==> src/vpii_pkg.sv <==
// ----------------------------------------------------------------------------
// vpii_pkg
// Shared widths, codes and controller/datapath interface types for the
// value position inverted index.
// ----------------------------------------------------------------------------
package vpii_pkg;

   localparam int DEFAULT_MAX_ITEMS = 64;
   localparam int VALUE_W  = 32;
   localparam int CMD_W    = 2;
   localparam int STATUS_W = 3;
   localparam int POS_W    = 6;
   localparam int COUNT_W  = 7;

   typedef enum logic [CMD_W-1:0] {
      CMD_CLEAR  = 2'd0,
      CMD_APPEND = 2'd1,
      CMD_QUERY  = 2'd2
   } cmd_type;

   typedef enum logic [STATUS_W-1:0] {
      ST_ACK          = 3'd0,
      ST_OUT_OF_RANGE = 3'd1,
      ST_EMPTY        = 3'd2,
      ST_POSITION     = 3'd3,
      ST_FULL         = 3'd4
   } status_type;

   // controller to datapath
   typedef struct packed {
      logic       latch;        // capture the request
      logic       clear;        // empty the list
      logic       append;       // store the held value
      logic       scan_start;   // restart scan at position zero
      logic       scan_next;    // advance scan position
      logic       pend_load;    // hold current scan position as pending match
      logic       emit;         // load the result register
      status_type emit_status;
      logic       emit_last;
      logic       emit_pend;    // result position comes from pending match
   } dp_ctl_type;

   // datapath to controller
   typedef struct packed {
      logic [CMD_W-1:0] cmd;
      logic             out_free;
      logic             full;
      logic             in_range;
      logic             match;
      logic             scan_last;
      logic             pend_valid;
   } dp_sts_type;

endpackage

==> src/vpii_ram.sv <==
// ----------------------------------------------------------------------------
// vpii_ram
// Generic simple dual-port RAM: one write port, one read port, read data
// registered.
// ----------------------------------------------------------------------------
module vpii_ram #(
   parameter int WIDTH = 32,
   parameter int DEPTH = 64
) (
   input  logic                     clock,
   input  logic                     wr_en,
   input  logic [$clog2(DEPTH)-1:0] wr_addr,
   input  logic [WIDTH-1:0]         wr_data,
   input  logic [$clog2(DEPTH)-1:0] rd_addr,
   output logic [WIDTH-1:0]         rd_data
);

   logic [WIDTH-1:0] mem_ff [DEPTH];
   logic [WIDTH-1:0] rd_data_ff;

   always_ff @(posedge clock) begin
      if (wr_en) begin
         mem_ff[wr_addr] <= wr_data;
      end
      rd_data_ff <= mem_ff[rd_addr];
   end

   assign rd_data = rd_data_ff;

endmodule

==> src/vpii_datapath.sv <==
// ----------------------------------------------------------------------------
// vpii_datapath
// Value store, count and bounds registers, scan position, pending match and
// the result register.
// ----------------------------------------------------------------------------
module vpii_datapath import vpii_pkg::*; #(
   parameter int MAX_ITEMS = DEFAULT_MAX_ITEMS
) (
   input  logic                       clock,
   input  logic                       reset,
   input  logic [CMD_W-1:0]           req_command,
   input  logic signed [VALUE_W-1:0]  req_item_value,
   input  dp_ctl_type                 ctl,
   output dp_sts_type                 sts,
   output logic                       rsp_valid,
   input  logic                       rsp_ready,
   output logic [STATUS_W-1:0]        rsp_status,
   output logic [POS_W-1:0]           rsp_position,
   output logic                       rsp_last,
   output logic [COUNT_W-1:0]         rsp_item_count,
   output logic signed [VALUE_W-1:0]  rsp_low_bound,
   output logic signed [VALUE_W-1:0]  rsp_high_bound
);

   localparam int AW    = $clog2(MAX_ITEMS);
   localparam int CNT_W = $clog2(MAX_ITEMS + 1);

   logic [CMD_W-1:0]          cmd_ff;
   logic signed [VALUE_W-1:0] value_ff;
   logic [CNT_W-1:0]          count_ff, count_in;
   logic signed [VALUE_W-1:0] min_ff, min_in;
   logic signed [VALUE_W-1:0] max_ff, max_in;
   logic [AW-1:0]             idx_ff;
   logic [AW-1:0]             pend_pos_ff;
   logic                      pend_valid_ff;
   logic                      rsp_valid_ff, rsp_valid_in;
   status_type                rsp_status_ff;
   logic [POS_W-1:0]          rsp_pos_ff;
   logic                      rsp_last_ff;
   logic [COUNT_W-1:0]        rsp_count_ff;
   logic signed [VALUE_W-1:0] rsp_low_ff;
   logic signed [VALUE_W-1:0] rsp_high_ff;
   logic [VALUE_W-1:0]        rd_data;
   logic                      out_free;

   vpii_ram #(
      .WIDTH (VALUE_W),
      .DEPTH (MAX_ITEMS)
   ) u_store (
      .clock   (clock),
      .wr_en   (ctl.append),
      .wr_addr (count_ff[AW-1:0]),
      .wr_data (value_ff),
      .rd_addr (idx_ff),
      .rd_data (rd_data)
   );

   // next count and bounds
   always_comb begin
      count_in = count_ff;
      min_in   = min_ff;
      max_in   = max_ff;
      if (ctl.clear) begin
         count_in = '0;
         min_in   = '0;
         max_in   = '0;
      end else if (ctl.append) begin
         count_in = count_ff + CNT_W'(1);
         if (count_ff == '0) begin
            min_in = value_ff;
            max_in = value_ff;
         end else begin
            if (value_ff < min_ff) begin
               min_in = value_ff;
            end
            if (value_ff > max_ff) begin
               max_in = value_ff;
            end
         end
      end
   end

   assign out_free     = !rsp_valid_ff || rsp_ready;
   assign rsp_valid_in = ctl.emit ? 1'b1 : (rsp_ready ? 1'b0 : rsp_valid_ff);

   always_ff @(posedge clock) begin
      if (reset) begin
         count_ff      <= '0;
         min_ff        <= '0;
         max_ff        <= '0;
         rsp_valid_ff  <= 1'b0;
         pend_valid_ff <= 1'b0;
      end else begin
         count_ff     <= count_in;
         min_ff       <= min_in;
         max_ff       <= max_in;
         rsp_valid_ff <= rsp_valid_in;
         if (ctl.scan_start) begin
            pend_valid_ff <= 1'b0;
         end else if (ctl.pend_load) begin
            pend_valid_ff <= 1'b1;
         end
      end
   end

   always_ff @(posedge clock) begin
      if (ctl.latch) begin
         cmd_ff   <= req_command;
         value_ff <= req_item_value;
      end
      if (ctl.scan_start) begin
         idx_ff <= '0;
      end else if (ctl.scan_next) begin
         idx_ff <= idx_ff + AW'(1);
      end
      if (ctl.pend_load) begin
         pend_pos_ff <= idx_ff;
      end
      if (ctl.emit) begin
         rsp_status_ff <= ctl.emit_status;
         rsp_pos_ff    <= ctl.emit_pend ? POS_W'(pend_pos_ff) : '0;
         rsp_last_ff   <= ctl.emit_last;
         rsp_count_ff  <= COUNT_W'(count_in);
         rsp_low_ff    <= min_in;
         rsp_high_ff   <= max_in;
      end
   end

   assign sts.cmd        = cmd_ff;
   assign sts.out_free   = out_free;
   assign sts.full       = (count_ff == CNT_W'(MAX_ITEMS));
   assign sts.in_range   = (count_ff != '0) && (value_ff >= min_ff) && (value_ff <= max_ff);
   assign sts.match      = (rd_data == value_ff);
   assign sts.scan_last  = (CNT_W'(idx_ff) == count_ff - CNT_W'(1));
   assign sts.pend_valid = pend_valid_ff;

   assign rsp_valid      = rsp_valid_ff;
   assign rsp_status     = rsp_status_ff;
   assign rsp_position   = rsp_pos_ff;
   assign rsp_last       = rsp_last_ff;
   assign rsp_item_count = rsp_count_ff;
   assign rsp_low_bound  = rsp_low_ff;
   assign rsp_high_bound = rsp_high_ff;

   a_count_bound: assert property (@(posedge clock) disable iff (reset)
      count_ff <= CNT_W'(MAX_ITEMS))
      else $error("stored count exceeds capacity");

   a_bounds_order: assert property (@(posedge clock) disable iff (reset)
      (count_ff != '0) |-> (min_ff <= max_ff))
      else $error("low bound above high bound");

   a_emit_free: assert property (@(posedge clock) disable iff (reset)
      ctl.emit |-> out_free)
      else $error("result overwritten before transfer");

   a_append_room: assert property (@(posedge clock) disable iff (reset)
      ctl.append |-> (count_ff < CNT_W'(MAX_ITEMS)))
      else $error("append into a full store");

endmodule

==> src/vpii_ctrl.sv <==
// ----------------------------------------------------------------------------
// vpii_ctrl
// Command sequencer: takes a request, runs clear, append or the query scan,
// and schedules each result into the result register.
// ----------------------------------------------------------------------------
module vpii_ctrl import vpii_pkg::*; (
   input  logic       clock,
   input  logic       reset,
   input  logic       req_valid,
   output logic       req_ready,
   input  dp_sts_type sts,
   output dp_ctl_type ctl
);

   typedef enum logic [4:0] {
      S_IDLE  = 5'b00001,
      S_EXEC  = 5'b00010,
      S_READ  = 5'b00100,
      S_CMP   = 5'b01000,
      S_FLUSH = 5'b10000
   } state_type;

   state_type state_ff, state_in;

   always_comb begin
      state_in  = state_ff;
      ctl       = '0;
      req_ready = 1'b0;
      case (state_ff)
         S_IDLE: begin
            req_ready = 1'b1;
            if (req_valid) begin
               ctl.latch = 1'b1;
               state_in  = S_EXEC;
            end
         end
         S_EXEC: begin
            case (sts.cmd)
               CMD_CLEAR: begin
                  if (sts.out_free) begin
                     ctl.clear       = 1'b1;
                     ctl.emit        = 1'b1;
                     ctl.emit_status = ST_ACK;
                     ctl.emit_last   = 1'b1;
                     state_in        = S_IDLE;
                  end
               end
               CMD_APPEND: begin
                  if (sts.out_free) begin
                     ctl.append      = !sts.full;
                     ctl.emit        = 1'b1;
                     ctl.emit_status = sts.full ? ST_FULL : ST_ACK;
                     ctl.emit_last   = 1'b1;
                     state_in        = S_IDLE;
                  end
               end
               CMD_QUERY: begin
                  if (!sts.in_range) begin
                     if (sts.out_free) begin
                        ctl.emit        = 1'b1;
                        ctl.emit_status = ST_OUT_OF_RANGE;
                        ctl.emit_last   = 1'b1;
                        state_in        = S_IDLE;
                     end
                  end else begin
                     ctl.scan_start = 1'b1;
                     state_in       = S_READ;
                  end
               end
               default: begin
                  // unused code: drop
                  state_in = S_IDLE;
               end
            endcase
         end
         S_READ: begin
            state_in = S_CMP;
         end
         S_CMP: begin
            if (sts.match && sts.pend_valid && !sts.out_free) begin
               // hold until the previous match can move out
               state_in = S_CMP;
            end else begin
               if (sts.match) begin
                  ctl.pend_load = 1'b1;
                  if (sts.pend_valid) begin
                     ctl.emit        = 1'b1;
                     ctl.emit_status = ST_POSITION;
                     ctl.emit_pend   = 1'b1;
                  end
               end
               if (sts.scan_last) begin
                  state_in = S_FLUSH;
               end else begin
                  ctl.scan_next = 1'b1;
                  state_in      = S_READ;
               end
            end
         end
         S_FLUSH: begin
            if (sts.out_free) begin
               ctl.emit        = 1'b1;
               ctl.emit_last   = 1'b1;
               ctl.emit_pend   = sts.pend_valid;
               ctl.emit_status = sts.pend_valid ? ST_POSITION : ST_EMPTY;
               state_in        = S_IDLE;
            end
         end
         default: begin
            state_in = S_IDLE;
         end
      endcase
   end

   always_ff @(posedge clock) begin
      if (reset) begin
         state_ff <= S_IDLE;
      end else begin
         state_ff <= state_in;
      end
   end

   a_scan_in_range: assert property (@(posedge clock) disable iff (reset)
      (state_ff == S_READ) |-> sts.in_range)
      else $error("scan running on a list that is out of range");

   a_flush_single: assert property (@(posedge clock) disable iff (reset)
      (ctl.emit && ctl.emit_status == ST_EMPTY) |-> !sts.pend_valid)
      else $error("empty reported with a match pending");

   a_position_pend: assert property (@(posedge clock) disable iff (reset)
      (ctl.emit && ctl.emit_status == ST_POSITION) |-> sts.pend_valid)
      else $error("position emitted without a pending match");

endmodule

==> src/value_position_inverted_index.sv <==
// ----------------------------------------------------------------------------
// value_position_inverted_index
// Inverted list of appended signed values: clear, append, query positions.
// ----------------------------------------------------------------------------
// Usage:
//  - Request channel (req_valid/req_ready, req_command, req_item_value) takes
//    one command per transfer: clear, append a value, or query a value.
//  - Result channel (rsp_valid/rsp_ready) returns status, position, last,
//    item count and the low/high bounds; the final result of a command has
//    rsp_last set. Clear and append give one result, a query gives one result
//    per matching position in ascending order, or one out-of-range or empty
//    result. Unused command codes give no result.
//  - Clear and append put their result straight into the result register.
//    A query scans the store: the value store is one RAM with a single
//    registered read port, and each stored entry is read and then compared.
//    A new request is taken once the previous one is done.
//  - A match is held pending so that the last flag can be set on the final
//    one; the scan pauses on a new match, with one pending, while the result
//    register is full and not taken.
//  - Reset empties the list (count and bounds to zero); stored values are not
//    cleared, since only entries below the count are ever read.
//  - A stall on the result side holds the result register and, in turn, the
//    sequencer; no result is lost or repeated.
// ----------------------------------------------------------------------------
module value_position_inverted_index import vpii_pkg::*; #(
   parameter int MAX_ITEMS = DEFAULT_MAX_ITEMS
) (
   input  logic                      clock,
   input  logic                      reset,
   input  logic                      req_valid,
   output logic                      req_ready,
   input  logic [CMD_W-1:0]          req_command,
   input  logic signed [VALUE_W-1:0] req_item_value,
   output logic                      rsp_valid,
   input  logic                      rsp_ready,
   output logic [STATUS_W-1:0]       rsp_status,
   output logic [POS_W-1:0]          rsp_position,
   output logic                      rsp_last,
   output logic [COUNT_W-1:0]        rsp_item_count,
   output logic signed [VALUE_W-1:0] rsp_low_bound,
   output logic signed [VALUE_W-1:0] rsp_high_bound
);

   dp_ctl_type ctl;
   dp_sts_type sts;

   // sequencer: one command at a time
   vpii_ctrl u_ctrl (
      .clock     (clock),
      .reset     (reset),
      .req_valid (req_valid),
      .req_ready (req_ready),
      .sts       (sts),
      .ctl       (ctl)
   );

   // store, bounds, scan and result register
   vpii_datapath #(
      .MAX_ITEMS (MAX_ITEMS)
   ) u_datapath (
      .clock          (clock),
      .reset          (reset),
      .req_command    (req_command),
      .req_item_value (req_item_value),
      .ctl            (ctl),
      .sts            (sts),
      .rsp_valid      (rsp_valid),
      .rsp_ready      (rsp_ready),
      .rsp_status     (rsp_status),
      .rsp_position   (rsp_position),
      .rsp_last       (rsp_last),
      .rsp_item_count (rsp_item_count),
      .rsp_low_bound  (rsp_low_bound),
      .rsp_high_bound (rsp_high_bound)
   );

endmodule
==> config.mk <==
export PLATFORM = sky130hd
export DESIGN_NAME = value_position_inverted_index
export DESIGN_NICKNAME = d
export VERILOG_FILES = /design/src/vpii_pkg.sv /design/src/vpii_ram.sv /design/src/vpii_datapath.sv /design/src/vpii_ctrl.sv /design/src/value_position_inverted_index.sv
export SDC_FILE = /design/constraint.sdc
export NUM_CORES = 2
export LEC_CHECK = 0
export ABC_AREA = 0
export CORE_MARGIN = 3
export CORE_UTILIZATION = 54
export DETAILED_ROUTE_END_ITERATION = 10
export DONT_BUFFER_PORTS = 1
export PLACE_DENSITY_LB_ADDON = 0.12
export SYNTH_ARGS = -nofsm -noshare
export SYNTH_HDL_FRONTEND = slang
export SYNTH_SLANG_ARGS = --single-unit
==> constraint.sdc <==
create_clock -name clock -period 7.85 [get_ports clock]
set_clock_uncertainty 0.15 [all_clocks]
set_input_delay 0.785 -clock clock [delete_from_list [all_inputs] [get_ports clock]]
set_output_delay 0.785 -clock clock [all_outputs]
set_load 0.005 [all_outputs]
### Word level (Yosys, flattened, before mapping)

Memories as Yosys holds them, arrays and structs flattened. A register that Yosys moved wholly into a read port is not among the register bits.
Index checks and enable logic that the tools add are counted.

| word-level totals | value |
|---|---|
| input bits | 38 |
| word-level logic and storage cells | 99 |
| memories kept | 1 |
| flip-flop bits (word level) | 205 |
| RAM bits | 2048 |
| output and inout port bits | 83 |

| operators by class | value |
|---|---|
| reduce and logical (&&, ||, !) cells | 14 |
| add/sub/neg operators | 3 |
| $lt $le $gt $ge | 4 |
| eq/ne operators | 11 |
| mux-type cells | 50 |

Memories:

| memory | words | bits a word | rd ports | clocked after memory_dff | write ports | RTL line | text |
|---|---|---|---|---|---|---|---|
| u_datapath.u_store.mem_ff | 64 | 32 | 1 | 1 | 1 | vpii_ram.sv:18 | `logic [WIDTH-1:0] mem_ff [DEPTH];` |

Operator list:

| kind | count |
|---|---|
| 32-bit two-way mux | 8 |
| 5-bit two-way mux | 10 |
| 32-bit equality test | 1 |
| 32-bit greater-or-equal comparator | 1 |
| 32-bit greater-than comparator | 1 |
| 32-bit less-or-equal comparator | 1 |
| 32-bit less-than comparator | 1 |
| 5-bit one-hot mux with 5 select lines | 1 |
| 1-bit two-way mux | 18 |
| 5-bit one-hot mux with 3 select lines | 1 |
| 7-bit two-way mux | 2 |
| 6-bit two-way mux | 2 |
| 4-bit one-hot mux with 3 select lines | 1 |
| 5-bit one-hot mux with 2 select lines | 1 |
| 7-bit by 1-bit adder with 7-bit output (second input constant) | 1 |
| 6-bit by 7-bit equality test with 1-bit output | 1 |
| 7-bit equality test (second input constant) | 1 |
| 7-bit zero test | 1 |
| 7-bit nonzero test | 1 |
| 7-bit by 1-bit subtractor with 7-bit output (second input constant) | 1 |
| 6-bit by 1-bit adder with 6-bit output (second input constant) | 1 |
| 3-bit two-way mux | 2 |
| 5-bit by 1-bit equality test with 1-bit output (second input constant) | 1 |
| 5-bit by 2-bit equality test with 1-bit output (second input constant) | 1 |
| 15 further kinds | 22 |

### Logic depth before layout (Yosys ltp)

| logic depth | value |
|---|---|
| depth after elaboration | 8 |
| mapped depth | 11 |
| depth with buffers taken out | 10 |

### By module

Synthesis repeated with hierarchy kept, for this count alone.

| second synthesis, totals | value |
|---|---|
| cells, all modules | 4220 |
| area total of the unflattened synthesis | 88250.9 um^2 |

Modules (own cells, without submodules):

| module | cells an instance | times used | area each (um^2) | seq. area each (um^2) |
|---|---|---|---|---|
| vpii_ram | 3324 | 1 | 78515.3 | 62139.6 |
| vpii_datapath | 836 | 1 | 9256.4 | 5215.0 |
| vpii_ctrl | 60 | 1 | 479.2 | 100.1 |

### Worst setup path before layout

No wires, ideal clock.

| timing | value |
|---|---|
| path type | reg2reg |
| from | register u_datapath.value_ff[9] |
| to | register u_datapath.rsp_high_ff[0] (netlist: u_datapath.rsp_high_bound[0]) (enable) |
| data required time | 7.255 ns |
| data arrival time | 4.981 ns |
| setup time | 0.445 ns |
| path slack | 2.274 ns |
| period minus slack after synthesis | 5.576 ns |
| cell stages (with the launch flop) | 10 |
| buffers on the path | 0 |
| path through | edfxtp_1 -> ha_1 -> a21o_1 -> nand3_1 -> a21oi_1 -> or4b_1 -> a21oi_1 -> a31oi_2 -> a211oi_1 -> o21a_1 |

RTL lines:

| element | RTL line | text |
|---|---|---|
| start: declaration | vpii_datapath.sv:29 | `logic signed [VALUE_W-1:0] value_ff;` |
| start signal: assignment | vpii_datapath.sv:109 | `value_ff <= req_item_value;` |
| end signal: assignment | vpii_datapath.sv:125 | `rsp_high_ff <= max_in;` |
| end: declaration | vpii_datapath.sv:42 | `logic signed [VALUE_W-1:0] rsp_high_ff;` |

==> flow_metrics.env <==
export IMPL_syn_area_um2=88000
export IMPL_cts_repair_resized=0
export IMPL_fp_coreArea_um2=161000
export IMPL_cts_root_buf="clkbuf_16"
export IMPL_die_x_um=410
export IMPL_placed_area_um2=91400
export IMPL_dp_slack_ns=2.75
export IMPL_hold_viol=0
export IMPL_num_nets_final=4154
export IMPL_detail_route_antenna_nets=0
export IMPL_clockBufferDepth=3
export IMPL_syn_nets=3953
export IMPL_die_y_um=410
export IMPL_worst_slew_pin_slew_ns=1.11
export IMPL_synthTopCellsByArea="edfxtp_1, mux4_2, dfxtp_1"
export IMPL_cts_buffers=220
export IMPL_final_area_um2=98900
export IMPL_final_common_cell="edfxtp_1"
export IMPL_synth_distinct_cells=65
export IMPL_fin_crit_ns=5.19
export IMPL_drc=0
export IMPL_cts_tree="built"
export IMPL_slew_viol_final=0
export IMPL_clkSinkCount=2285
export IMPL_grt_overflow_total=0
export IMPL_start_kind="register"
export IMPL_drive_above_1_share_pct=28.6
export IMPL_power_leakage_nw=31.3
export IMPL_dr_pass1_iters=6
export IMPL_row_count=147
export IMPL_gp_congestion=0.860
export IMPL_io_pins=121
export IMPL_grt_pass1_vias=41200
export IMPL_crit_arrival_ns=5.50
export IMPL_drt_iter0_drc=5333
export IMPL_post_dp_hpwl_um=126000
export IMPL_synth_edf_count=2169
export IMPL_io_buffer_count=0
export IMPL_hp_class="in2reg"
export IMPL_worst_path_max_fanout=53
export IMPL_fmax_mhz=193
export IMPL_postLayoutCoreUtil_pct=61.4
export IMPL_yosysWarnings=0
export IMPL_path_clk_slew_ns=0.06
export IMPL_grt_max_degree=135
export IMPL_insertion_delay_ns=0.84
export IMPL_peakVddDrop_v=0.000215
export IMPL_critical_path_required_ns=8.16
export IMPL_area_growth_pct=12.4
export IMPL_worst_slack_ns=2.66
export IMPL_slew_headroom_pct=25.8
export IMPL_layout_common_cells="edfxtp_1, mux4_2, clkbuf_16"
export IMPL_fill_cells=11200
export IMPL_finalSetupViolations=0
export IMPL_cap_violations=0
export IMPL_wire_per_inst_um=34.9
export IMPL_via_count=41200
export IMPL_syn_inst=3847
export IMPL_crit_type="reg2reg"
export IMPL_antenna_found_initial=20
export IMPL_vias_per_cell=6.44
export IMPL_ys_ff_latch=2285
export IMPL_grt_total_usage_pct=27.1
export IMPL_hold_buffers=35
export IMPL_avgSynthCellArea_um2=22.9
export IMPL_netlist_area_leader_share_pct=74.1
export IMPL_end_kind="register"
export IMPL_async_flop_share_pct=0
export IMPL_synth_top_area_cell="edfxtp_1"
export IMPL_post_route_period_util_pct=66.1
export IMPL_yosysSeqAreaShare_pct=76.7
export IMPL_grt_pass1_wl_um=318000
export IMPL_start_util_pct=54.6
export IMPL_grt_setup_unrepaired="no"
export IMPL_power_density_nw_per_um2=245
export IMPL_synth_ff_type="edfxtp_1"
export IMPL_routed_wl_um=223000
export IMPL_finalSetupTns_ns=0
export IMPL_outcome="finished clean"
export IMPL_htree_levels=4
export IMPL_dieArea_um2=168000
export IMPL_postCtsSetupBuffers=0
-- synth_stat cells, drive strengths merged, types with 4 or more instances --
master / instances
edfxtp: 2169
mux4: 672
nor2: 225
clkbuf: 122
dfxtp: 116
inv: 72
ha: 68
mux2i: 68
buf: 65
xor2: 40
a21oi: 30
nand4: 25
nand2: 21
nand3: 15
nor4: 14
nor3: 13
o21ai: 13
and2: 11
xnor2: 10
a21o: 8
nor2b: 7
nand2b: 6
a31oi: 4
and3: 4
-- kinds of logic (layout without fill, tap and decap cells) --
kind of cell    after synthesis  after routing  share of synthesized area (%)
compound gates               83             83                          0.643
xor+xnor                     50             50                          0.498
fa+ha+maj                    68             68                          0.967
buf+inv                     259            649                           1.30
flops                      2285           2285                           76.7
mux                         742            742                           18.0
other cells                   0              8                              0
simple gates                360            360                           1.89
-- registers in the layout (all words and copies together) (netlist names), 6 cells and up --
signal,count
u_datapath.count_ff,7
u_datapath.idx_ff,6
u_datapath.max_ff,32
u_datapath.min_ff,32
u_datapath.pend_pos_ff,6
u_datapath.rsp_high_bound,32
u_datapath.rsp_item_count,7
u_datapath.rsp_low_bound,32
u_datapath.rsp_position,6
u_datapath.u_store.mem_ff,2048
u_datapath.u_store.rd_data,32
u_datapath.value_ff,32
-- final cells by class --
type                       instances  area (µm²)  area share, %
multi-input combinational       1303       19900           20.1
sequential                      2285       67500           68.3
inverter                          72         270          0.273
clock inverter                   135        1210           1.22
tap                             2160        2700           2.73
clock buffer                     276        5870           5.94
antenna                            8        20.0         0.0202
timing repair buffer             166        1460           1.48
-- per-layer routing --
metal	share of wire (%)	vias up	track usage [%]	wire [µm]
li1	-	16600	-	-
met1	41	22300	40.0	91700
met2	47	2000	41.1	105000
met4	2.7	10	7.45	5990
met3	9.2	306	6.46	20500
met5	0.028	-	0	62
-- through the flow --
| stage | cells | total power [mW] | hold WS (ns) |
|---|---|---|---|
| floorplan | 3847 | 13.9 | 0.256 |
| global placement | 5951 | 14.1 | 0.351 |
| detailed placement | 5951 | 14.2 | 0.369 |
| CTS | 6397 | 24.4 | 0.184 |
| global route | 6399 | 24.9 | 0.252 |
| finish | 6405 | 24.2 | 0.244 |
-- power breakdown --
part | total [mW] | internal, mW | switching [mW]
Combinational | 0.455 | 0.0859 | 0.369
Clock | 10.3 | 5.86 | 4.47
Sequential | 13.5 | 13.4 | 0.0461
Total | 24.2 | 19.4 | 4.89
-- worst max-delay path, stage by stage, from the launching register on --
cell      delay (ns)
edfxtp_1        0.63
buf_4           0.66
ha_1            0.31
nand4_1         0.13
nor4_1          0.45
mux2i_1         0.24
o41ai_1         0.10
o211ai_2        0.28
a31oi_2         0.12
a211oi_1        0.47
o21a_4          0.61
buf_4           0.58
-- worst paths after layout --
path                                      endpoint  depth (start not counted)  slack, ns                              start
min reg2reg       u_datapath.min_ff[11]$_SDFF_PP0_                          2       0.38   u_datapath.min_ff[11]$_SDFF_PP0_
max          u_datapath.rsp_low_bound[4]$_DFFE_PP_                         11       2.66  u_datapath.value_ff[30]$_DFFE_PP_
max reg2reg  u_datapath.rsp_low_bound[4]$_DFFE_PP_                         11       2.66  u_datapath.value_ff[30]$_DFFE_PP_
min                u_ctrl.state_ff[1]$_SDFFE_PP0P_                          4       0.24                          rsp_ready
No activity file was read; power rests on OpenSTA's default activity.
